--- src/hdl/vnrm_pkg.sv ---
// ----------------------------------------------------------------------------
// vnrm_pkg
// shared constants, queue entry type and root unit state type
// ----------------------------------------------------------------------------
`timescale 1ns / 1ps

package vnrm_pkg;

  localparam int SampleBits = 24;
  localparam int MaxElems   = 65536;
  localparam int CountW     = 17;
  localparam int SqW        = 2 * SampleBits;
  localparam int SumW       = 63;
  localparam int NormW      = 32;
  localparam int ValW       = 2 * NormW;
  localparam int RemW       = NormW + 2;
  localparam int SqrtSteps  = NormW;
  localparam int StepW      = $clog2(SqrtSteps);

  // finished vector handed from the accumulator to the root unit
  typedef struct packed {
    logic [SumW-1:0] sum;
    logic            ovf;
  } vnrm_entry_t;

  typedef enum logic [1:0] {
    SQ_IDLE,
    SQ_CALC,
    SQ_FLUSH
  } sq_state_e;

endpackage

--- src/hdl/vnrm_front.sv ---
// ----------------------------------------------------------------------------
// vnrm_front
// takes samples, squares them and keeps the running sum, count and overflow
// ----------------------------------------------------------------------------
`timescale 1ns / 1ps

module vnrm_front (
  input  logic                            clk_i,
  input  logic                            rst_ni,
  input  logic                            s_valid_i,
  output logic                            s_ready_o,
  input  logic [vnrm_pkg::SampleBits-1:0] sample_i,
  input  logic                            last_i,
  input  logic                            q_full_i,
  output logic                            q_push_o,
  output vnrm_pkg::vnrm_entry_t           q_entry_o
);

  logic                            a_valid_q;
  logic                            a_last_q;
  logic                            a_add_q;
  logic                            a_ovf_q;
  logic [vnrm_pkg::SqW-1:0]        a_sq_q;
  logic [vnrm_pkg::CountW-1:0]     count_q;
  logic                            ovf_q;
  logic [vnrm_pkg::SumW-1:0]       sum_q;

  logic                            a_consume;
  logic                            accept;
  logic                            drop;
  logic [vnrm_pkg::SampleBits-1:0] mag;
  logic [vnrm_pkg::SumW-1:0]       sum_next;

  assign a_consume = a_valid_q && (!a_last_q || !q_full_i);
  assign s_ready_o = !a_valid_q || a_consume;
  assign accept    = s_valid_i && s_ready_o;
  assign drop      = (count_q == vnrm_pkg::CountW'(vnrm_pkg::MaxElems));
  assign mag       = sample_i[vnrm_pkg::SampleBits-1] ? (~sample_i + 1'b1) : sample_i;

  assign sum_next  = sum_q + (a_add_q ? {{(vnrm_pkg::SumW-vnrm_pkg::SqW){1'b0}}, a_sq_q}
                                      : '0);

  assign q_push_o      = a_consume && a_last_q;
  assign q_entry_o.sum = sum_next;
  assign q_entry_o.ovf = a_ovf_q;

  // square stage
  always_ff @(posedge clk_i or negedge rst_ni) begin
    if (!rst_ni) begin
      a_valid_q <= 1'b0;
      a_last_q  <= 1'b0;
      a_add_q   <= 1'b0;
      a_ovf_q   <= 1'b0;
      count_q   <= '0;
      ovf_q     <= 1'b0;
    end else if (accept) begin
      a_valid_q <= 1'b1;
      a_last_q  <= last_i;
      a_add_q   <= !drop;
      a_ovf_q   <= ovf_q | drop;
      if (last_i) begin
        count_q <= '0;
        ovf_q   <= 1'b0;
      end else begin
        if (!drop) begin
          count_q <= count_q + 1'b1;
        end
        ovf_q <= ovf_q | drop;
      end
    end else if (a_consume) begin
      a_valid_q <= 1'b0;
    end
  end

  always_ff @(posedge clk_i) begin
    if (accept) begin
      a_sq_q <= vnrm_pkg::SqW'(mag) * vnrm_pkg::SqW'(mag);
    end
  end

  // running sum, cleared once a finished vector goes into the queue
  always_ff @(posedge clk_i or negedge rst_ni) begin
    if (!rst_ni) begin
      sum_q <= '0;
    end else if (a_consume) begin
      sum_q <= a_last_q ? '0 : sum_next;
    end
  end

  a_count_range: assert property (@(posedge clk_i) disable iff (!rst_ni)
    count_q <= vnrm_pkg::CountW'(vnrm_pkg::MaxElems))
    else $error("element count beyond limit");

  a_push_only_when_room: assert property (@(posedge clk_i) disable iff (!rst_ni)
    q_push_o |-> !q_full_i)
    else $error("push into full queue");

endmodule

--- src/hdl/vnrm_queue.sv ---
// ----------------------------------------------------------------------------
// vnrm_queue
// two-entry queue of finished sums between accumulator and root unit
// ----------------------------------------------------------------------------
`timescale 1ns / 1ps

module vnrm_queue (
  input  logic                  clk_i,
  input  logic                  rst_ni,
  input  logic                  push_i,
  input  vnrm_pkg::vnrm_entry_t entry_i,
  output logic                  full_o,
  input  logic                  pop_i,
  output logic                  valid_o,
  output vnrm_pkg::vnrm_entry_t entry_o
);

  vnrm_pkg::vnrm_entry_t entries_q [2];
  logic                  wr_ptr_q;
  logic                  rd_ptr_q;
  logic [1:0]            cnt_q;

  assign full_o  = (cnt_q == 2'd2);
  assign valid_o = (cnt_q != 2'd0);
  assign entry_o = entries_q[rd_ptr_q];

  always_ff @(posedge clk_i or negedge rst_ni) begin
    if (!rst_ni) begin
      wr_ptr_q <= 1'b0;
      rd_ptr_q <= 1'b0;
      cnt_q    <= '0;
    end else begin
      if (push_i) begin
        wr_ptr_q <= ~wr_ptr_q;
      end
      if (pop_i) begin
        rd_ptr_q <= ~rd_ptr_q;
      end
      if (push_i && !pop_i) begin
        cnt_q <= cnt_q + 1'b1;
      end else if (pop_i && !push_i) begin
        cnt_q <= cnt_q - 1'b1;
      end
    end
  end

  always_ff @(posedge clk_i) begin
    if (push_i) begin
      entries_q[wr_ptr_q] <= entry_i;
    end
  end

  a_no_overrun: assert property (@(posedge clk_i) disable iff (!rst_ni)
    !(push_i && full_o))
    else $error("queue overrun");

  a_no_underrun: assert property (@(posedge clk_i) disable iff (!rst_ni)
    !(pop_i && !valid_o))
    else $error("queue underrun");

endmodule

--- src/hdl/vnrm_sqrt.sv ---
// ----------------------------------------------------------------------------
// vnrm_sqrt
// bit-pair restoring square root, one result bit per cycle, output register
// ----------------------------------------------------------------------------
`timescale 1ns / 1ps

module vnrm_sqrt (
  input  logic                       clk_i,
  input  logic                       rst_ni,
  input  logic                       q_valid_i,
  input  vnrm_pkg::vnrm_entry_t      q_entry_i,
  output logic                       q_pop_o,
  output logic                       m_valid_o,
  input  logic                       m_ready_i,
  output logic [vnrm_pkg::NormW-1:0] norm_o,
  output logic                       ovf_o
);

  vnrm_pkg::sq_state_e state_q, state_d;

  logic [vnrm_pkg::ValW-1:0]  val_q;
  logic [vnrm_pkg::RemW-1:0]  rem_q;
  logic [vnrm_pkg::NormW-1:0] root_q;
  logic [vnrm_pkg::StepW-1:0] step_q;
  logic                       ovf_q;
  logic                       out_valid_q;
  logic [vnrm_pkg::NormW-1:0] out_norm_q;
  logic                       out_ovf_q;

  logic                       out_free;
  logic                       load;
  logic                       step;
  logic                       write_out;
  logic [vnrm_pkg::RemW+1:0]  rem_sh;
  logic [vnrm_pkg::RemW+1:0]  trial;
  logic [vnrm_pkg::RemW+1:0]  rem_sub;
  logic                       ge;

  assign out_free = !out_valid_q || m_ready_i;

  // next remainder and root bit
  assign rem_sh  = {rem_q, val_q[vnrm_pkg::ValW-1 -: 2]};
  assign trial   = {2'b00, root_q, 2'b01};
  assign ge      = (rem_sh >= trial);
  assign rem_sub = rem_sh - trial;

  always_comb begin
    state_d = state_q;
    unique case (state_q)
      vnrm_pkg::SQ_IDLE: begin
        if (q_valid_i) begin
          state_d = vnrm_pkg::SQ_CALC;
        end
      end
      vnrm_pkg::SQ_CALC: begin
        if (step_q == '0) begin
          state_d = vnrm_pkg::SQ_FLUSH;
        end
      end
      vnrm_pkg::SQ_FLUSH: begin
        if (out_free) begin
          state_d = vnrm_pkg::SQ_IDLE;
        end
      end
      default: state_d = vnrm_pkg::SQ_IDLE;
    endcase
  end

  always_comb begin
    load      = 1'b0;
    step      = 1'b0;
    write_out = 1'b0;
    unique case (state_q)
      vnrm_pkg::SQ_IDLE:  load      = q_valid_i;
      vnrm_pkg::SQ_CALC:  step      = 1'b1;
      vnrm_pkg::SQ_FLUSH: write_out = out_free;
      default: ;
    endcase
  end

  assign q_pop_o = load;

  always_ff @(posedge clk_i or negedge rst_ni) begin
    if (!rst_ni) begin
      state_q     <= vnrm_pkg::SQ_IDLE;
      out_valid_q <= 1'b0;
    end else begin
      state_q <= state_d;
      if (write_out) begin
        out_valid_q <= 1'b1;
      end else if (m_ready_i) begin
        out_valid_q <= 1'b0;
      end
    end
  end

  always_ff @(posedge clk_i) begin
    if (load) begin
      val_q  <= {{(vnrm_pkg::ValW-vnrm_pkg::SumW){1'b0}}, q_entry_i.sum};
      rem_q  <= '0;
      root_q <= '0;
      step_q <= vnrm_pkg::StepW'(vnrm_pkg::SqrtSteps - 1);
      ovf_q  <= q_entry_i.ovf;
    end else if (step) begin
      val_q  <= {val_q[vnrm_pkg::ValW-3:0], 2'b00};
      rem_q  <= ge ? rem_sub[vnrm_pkg::RemW-1:0] : rem_sh[vnrm_pkg::RemW-1:0];
      root_q <= {root_q[vnrm_pkg::NormW-2:0], ge};
      step_q <= step_q - 1'b1;
    end
    if (write_out) begin
      out_norm_q <= root_q;
      out_ovf_q  <= ovf_q;
    end
  end

  assign m_valid_o = out_valid_q;
  assign norm_o    = out_norm_q;
  assign ovf_o     = out_ovf_q;

  a_hold_when_stalled: assert property (@(posedge clk_i) disable iff (!rst_ni)
    (state_q == vnrm_pkg::SQ_FLUSH && out_valid_q && !m_ready_i)
      |=> state_q == vnrm_pkg::SQ_FLUSH)
    else $error("result dropped while output stalled");

  a_pop_only_idle: assert property (@(posedge clk_i) disable iff (!rst_ni)
    q_pop_o |=> state_q == vnrm_pkg::SQ_CALC)
    else $error("pop outside idle");

endmodule

--- src/hdl/vector_euclidean_norm_core.sv ---
// ----------------------------------------------------------------------------
// vector_euclidean_norm_core
// streaming l2 norm of signed q8.16 vectors
// ----------------------------------------------------------------------------
// samples enter on the s_axis channel, one word per element, tlast on the
// final element of a vector. each sample is squared exactly and added into a
// 63-bit sum; elements past 65536 in one vector are dropped and flagged.
// one result word per vector leaves on m_axis: floor(sqrt(sum)) in q16.16 on
// tdata and the overflow flag on tuser.
// the accumulator takes one sample per cycle unless stalled. a finished sum
// goes through a two-entry queue to the root unit, which produces one root
// bit per cycle: it loads a sum, iterates once per result bit, writes the
// output register and only then takes the next sum. a last sample passes the
// square stage, queue, root unit and output register before m_axis_tvalid
// rises; vectors that come faster back up into the queue and then stall
// s_axis_tready. when m_axis_tready is low the result holds in the output
// register, the root unit waits with its next result and the accumulator
// keeps taking samples until a last sample meets a full queue. reset clears
// the sum, count, flag, queue and output valid; ready as soon as reset ends.
// ----------------------------------------------------------------------------
`timescale 1ns / 1ps

module vector_euclidean_norm_core (
  input  logic        clk_i,
  input  logic        rst_ni,
  input  logic        s_axis_tvalid,
  output logic        s_axis_tready,
  input  logic [23:0] s_axis_tdata,   // sample[23:0]
  input  logic        s_axis_tlast,
  output logic        m_axis_tvalid,
  input  logic        m_axis_tready,
  output logic [31:0] m_axis_tdata,   // norm_value[31:0]
  output logic        m_axis_tuser    // overflowed
);

  logic                  q_push;
  logic                  q_full;
  logic                  q_pop;
  logic                  q_valid;
  vnrm_pkg::vnrm_entry_t q_in;
  vnrm_pkg::vnrm_entry_t q_out;

  vnrm_front u_front (
    .clk_i     (clk_i),
    .rst_ni    (rst_ni),
    .s_valid_i (s_axis_tvalid),
    .s_ready_o (s_axis_tready),
    .sample_i  (s_axis_tdata[vnrm_pkg::SampleBits-1:0]),
    .last_i    (s_axis_tlast),
    .q_full_i  (q_full),
    .q_push_o  (q_push),
    .q_entry_o (q_in)
  );

  vnrm_queue u_queue (
    .clk_i   (clk_i),
    .rst_ni  (rst_ni),
    .push_i  (q_push),
    .entry_i (q_in),
    .full_o  (q_full),
    .pop_i   (q_pop),
    .valid_o (q_valid),
    .entry_o (q_out)
  );

  vnrm_sqrt u_sqrt (
    .clk_i     (clk_i),
    .rst_ni    (rst_ni),
    .q_valid_i (q_valid),
    .q_entry_i (q_out),
    .q_pop_o   (q_pop),
    .m_valid_o (m_axis_tvalid),
    .m_ready_i (m_axis_tready),
    .norm_o    (m_axis_tdata),
    .ovf_o     (m_axis_tuser)
  );

endmodule
--- config.mk ---
export PLATFORM = sky130hd
export DESIGN_NAME = vector_euclidean_norm_core
export DESIGN_NICKNAME = d
export VERILOG_FILES = /design/src/hdl/vnrm_pkg.sv /design/src/hdl/vnrm_front.sv /design/src/hdl/vnrm_queue.sv /design/src/hdl/vnrm_sqrt.sv /design/src/hdl/vector_euclidean_norm_core.sv
export SDC_FILE = /design/constraint.sdc
export NUM_CORES = 2
export LEC_CHECK = 0
export BUFFER_PORTS_ARGS = -buffer_cell sky130_fd_sc_hd__buf_4
export CAP_MARGIN = 10
export CORE_MARGIN = 4
export CORE_UTILIZATION = 46
export CTS_CLUSTER_DIAMETER = 40
export DETAILED_ROUTE_END_ITERATION = 12
export SYNTH_ARGS = -nofsm -noshare
export SYNTH_HDL_FRONTEND = slang
export SYNTH_SLANG_ARGS = --single-unit
--- constraint.sdc ---
create_clock -name clk_i -period 13.4 [get_ports clk_i]
set_clock_uncertainty 0.05 [all_clocks]
set_input_delay 2.68 -clock clk_i [delete_from_list [all_inputs] [get_ports clk_i]]
set_output_delay 2.68 -clock clk_i [all_outputs]
set_load 0.01 [all_outputs]
Word level (Yosys, flattened, before mapping)
Memory sizes are Yosys's and may differ from the RTL's. Index checks and enable logic that the tools add are counted.

Bits in registers: 309. Memory bits (writable): 128. Input port bits: 29. Output and inout port bits: 35. Logic and storage cells: 91. Memories kept: 1.

Add/sub/neg operators: 7. Multipliers: 1. $lt $le $gt $ge: 1. Eq/ne operators: 8. Muxes and demuxes: 24. Bitwise logic cells: 4. Reduce and logical (&&, ||, !) cells: 24.

Memories: u_queue.entries_q (words 2, bits a word 64, read ports 1, clocked after Yosys merged registers in 0, wr ports 1, line vnrm_queue.sv:18) `vnrm_pkg::vnrm_entry_t entries_q [2];`.

Operators by type and width (count): $mux W63 (3); $add A63 B63 Y63 (1); $mul A24 B24 Y48 (1); $mux W48 (1); $ge A36 B34 Y1 (1); $mux W17 (2); $mux W34 (1); $sub A34 B34 Y34 (1); $add A24 B1 Y24 const B (1); $mux W24 (1); $not A24 Y24 (1); $add A17 B1 Y17 const B (1); $eq A17 B17 Y1 const B (1); $mux W1 (10); $mux W2 (5); $reduce_bool A2 Y1 (5); $logic_not A1 Y1 (7); $ne A2 B1 Y1 const B (3); $pmux W2 S3 (1); $logic_and A1 B1 Y1 (5); $logic_not A5 Y1 (1); $sub A5 B1 Y5 const B (1); $eq A2 B2 Y1 const B (2); $logic_or A1 B1 Y1 (3); 9 further kinds (10).

Longest topological paths before layout
Word-level depth: 9. Gate-level depth with buffers: 38. Gate-level depth less buffers: 35.

By module
From an unflattened synthesis, not the netlist that was laid out.

Cells, all modules: 3815. Area total of the unflattened synthesis: 38021.5 µm².

By module, submodules not included: vnrm_front (instances 1, cells an instance 2703, area each 24626.1 µm², seq. area each 3538.4 µm²); vnrm_sqrt (instances 1, cells an instance 897, area each 8381.8 µm², seq. area each 4429.2 µm²); vnrm_queue (instances 1, cells an instance 215, area each 5013.6 µm², seq. area each 3943.8 µm²).

Worst setup path before layout
Ideal clock, no wire load.

Kind: input to register. Start point: input s_axis_tdata[0]. End point: register u_front.a_sq_q[46] (netlist name) (data pin). Library setup time: 0.258 ns. Arrival: 11.416 ns. Data required time: 13.092 ns. Setup slack: 1.676 ns. Stages on the path: 34. Path buffers: 2. Path through: clkbuf_1 -> inv_1 -> clkbuf_1 -> ha_1 -> nand2_1 -> or4_1 -> or4_4 -> inv_2 -> nand2_2 -> o41ai_4 -> xor2_4 -> nor2_1 -> inv_1 -> fa_1 -> fa_1 -> inv_1 -> fa_1 -> fa_1 -> fa_1 -> fa_1 -> inv_1 -> fa_1 -> inv_1 -> ha_1 -> a21oi_1 -> o21ai_0 -> a211oi_1 -> o21ai_0 -> a221oi_1 -> o21ai_0 -> a31oi_1 -> o221ai_1 -> a21oi_1 -> xnor2_1.

Word-level cells in the longest chain between the ends: 4.

Ends and longest elaborated chain: from (decl) (line vector_euclidean_norm_core.sv:28) `input logic [23:0] s_axis_tdata,`; $not A24 Y24 (line vnrm_front.sv:38) `assign mag = sample_i[vnrm_pkg::SampleBits-1] ? (~sample_i + 1'b1) : sample_i;`; $add A24 B1 Y24 (line vnrm_front.sv:38); $mux W24 (*) (line vnrm_front.sv:38); $mul A24 B24 Y48 (*) (line vnrm_front.sv:77) `a_sq_q <= vnrm_pkg::SqW'(mag) * vnrm_pkg::SqW'(mag);`; to (signal assigned) (line vnrm_front.sv:77); to (decl) (line vnrm_front.sv:23) `logic [vnrm_pkg::SqW-1:0] a_sq_q;`.

Mark *: on every way between the ends. The rest lies on a longest branch, timed or not. A chain may end at the register's enable or synchronous reset.

Final worst setup path
Start point: input s_axis_tdata[3]. End point: register u_front.a_sq_q[46] (netlist name) (data pin).

The elaborated chain is that of the path after synthesis.

==> metrics.yaml <==
yosysMostFrequentCell: "inv_1"
timing.rr.end: "u_front.sum_q[61]"
critPathLaunch: "s_axis_tdata[3]"
clockRootBuffer: "clkbuf_16"
ys_seq_area_share_pct: 31.9
finalCritPeriodShare_pct: 90.9
cts_resized: 0
wirelength_mm: 86.1
avgSynthCellArea_um2: 10.1
cpPeakStageDelay_ns: 0.66
min_from: "u_sqrt.root_q[0]"
cp.arrival_ns: 12.44
synth_area_mm2: 0.0374
rows: 104
crit_fanout: 15
ys_dominant_reg_cell: "edfxtp_1"
yosys-mux-area-fraction_pct: 2.63
io_buffers: 63
synth_top_area_share_pct: 23.0
cp.required_ns: 13.67
r2r_setup_slack_ns: 8.64
synthCells: 3714
vias: 25600
synth_compound_area_share_pct: 10.7
start_util_pct: 46.4
yosysTopAreaCell: "fa_1"
yosys-top-cells-count: "645 x inv_1, 430 x fa_1, 347 x nand2_1"
via_per_inst: 5.25
regArea_mm2: 0.0119
tightest_slew_ns: 0.999
rsz0062_at_grt: "no"
hold_path.class: "reg -> reg"
crit_end: "u_front.a_sq_q[46]"
gp_congestion: 0.899
cts.sink_count: 436
path_delay_family: "adder cells"
core_mm2: 0.0805
h-tree-depth: 2
overflow: 0
synthAdderAreaFrac_pct: 31.7
insertion_delay_ns: 0.56
path_depth: 31
synth_top_family_by_area: "adder cells"
pin_count: 64
hold_viol: 0
timing.setup.tns_ns: 0
final.min_clock_period_ns: 12.18
synth-simple-area-share_pct: 10.7
multi_input_area_mm2: 0.0226
outcome: "finished clean"
dieWidth_um: 293
ctsHoldBuffers: 0
antenna_found_initial: 0
crit_top_cell: "fa_1"
tritoncts: "built"
fp.dieArea_mm2: 0.0858
postPlaceCellArea_mm2: 0.0391
hpwlAfterDp_mm: 65.7
drc: 0
synth_xor_area_share_pct: 4.24
drive_gt1_share_pct: 6.47
grt_max_degree: 105
crit_buf_inv: 6
end_kind: "flip-flop"
clkSlewWorstSetupHoldPaths_ns: 0.06
start_kind: "input pin"
final_design_area_no_fill_mm2: 0.0409
max_freq_mhz: 82.1
dp_cells: 4771
post-cts-setup-buffers: 0
nets: 4481
r2r_cells: 12
ant_nets: 0
setup_viol: 0
first_global_vias: 26000
fillers: 7339
diodes: 0
grt_pass1_wl_mm: 140
maxCapViolCount: 0
crit_path_top_delay_cell: "a221oi_1"
wl_per_cell_um: 17.7
die_h_um: 293
drt_first_iter_violations: 1637
yosys_warnings: 0
yosys-top-cells-area: "fa_1 23%, edfxtp_1 22%, ha_1 8.7%, inv_1 6.5%, dfrtp_1 6.2%"
ys_ff_latch: 436
dr.pass1.iters: 5
cts_buffer_depth: 3
synth_edf_count: 272
syn_to_final_growth_pct: 9.41
criticalPathCategory: "in -> reg"
slew_violations: 0
r2r_start: "u_front.a_add_q"
hold_ws_ns: 0.379
synth-async-reset-ratio_pct: 21.1
final_cells: 4863
slew_headroom_pct: 33.4
grt_use_total_pct: 20.2
synth_cell_types: 79
cts_buffers: 50
-- cells in the final DEF (no fill, tap or decap), types with 112 or more instances in the layout --
cell      synthesis  routed
ha_1            259     259
nor2_1          233     230
buf_4             0     112
nand2_1         347     346
xnor2_1         116     115
a21oi_1         138     137
fa_1            430     430
edfxtp_1        272     272
inv_1           645     643
o21ai_0         210     210
-- area by class of cell --
class | count | area share [%]
multi-input cells | 2500 | 55.2
flip-flops and latches | 436 | 29.2
inverters | 663 | 6.10
clock buffers | 60 | 3.33
well taps | 1060 | 3.25
repair buffers | 112 | 2.06
clock inverters | 32 | 0.906
-- logic make-up (layout without fill, tap and decap cells) --
group | Yosys count | count (layout)
AO/OA/AOI/OAI | 631 | 631
adder cells (fa/ha/maj) | 689 | 689
flip-flops | 436 | 436
other | 2 | 19
AND/OR/NAND/NOR | 885 | 885
XOR/XNOR | 178 | 178
multiplexers | 98 | 98
buffers and inverters | 795 | 867
-- how the worst min path moves through the flow --
stage                                  end  slack, ns  cells past startpoint
final                     u_sqrt.norm_o[0]       0.38                      0
after global routing      u_sqrt.norm_o[0]       0.40                      0
after CTS                 u_sqrt.norm_o[0]       0.38                      0
after detailed placement  u_sqrt.norm_o[0]       0.37                      0
after global placement    u_sqrt.norm_o[0]       0.37                      0
after floorplan               u_sqrt.ovf_o       0.35                      0
-- per-layer routing --
metal	up-vias	share of wire, %	track usage [%]
met3	99	4.6	2.20
met5	-	0	0
met1	12600	46	29.0
met2	592	48	33.6
met4	0	2.0	4.35
li1	12300	-	-
-- stage by stage --
step           setup WS [ns]  util (%)
2_1_floorplan           1.68         -
3_3_place_gp           0.880      48.6
3_5_place_dp           0.694      48.6
4_1_cts                 1.28      50.7
5_1_grt                0.655      50.7
6_report                1.22      50.7
-- worst register-to-register path, cell delays in order (launching register included) --
cell and delay, ns:
dfrtp_1 0.36, buf_4 0.26, and2_1 0.27, ha_1 0.33
o21ai_0 0.17, a221oi_1 0.64, a211oi_1 0.29, nor4_1 0.67
o21a_1 0.22, nor2_1 0.10, o21ai_1 0.66, nand3_1 0.27
o311ai_0 0.36
-- flip-flops by register name, indices dropped and copies added (netlist names), 2 cells and up --
signal / flops
u_front.a_sq_q: 47
u_front.count_q: 17
u_front.sum_q: 63
u_queue.cnt_q: 2
u_queue.entries_q: 128
u_sqrt.norm_o: 32
u_sqrt.rem_q: 34
u_sqrt.root_q: 32
u_sqrt.state_q: 2
u_sqrt.step_q: 5
u_sqrt.val_q: 64
Power is not shown: default switching activity piles up to over one toggle a cycle in this logic, so the estimate is an artifact.
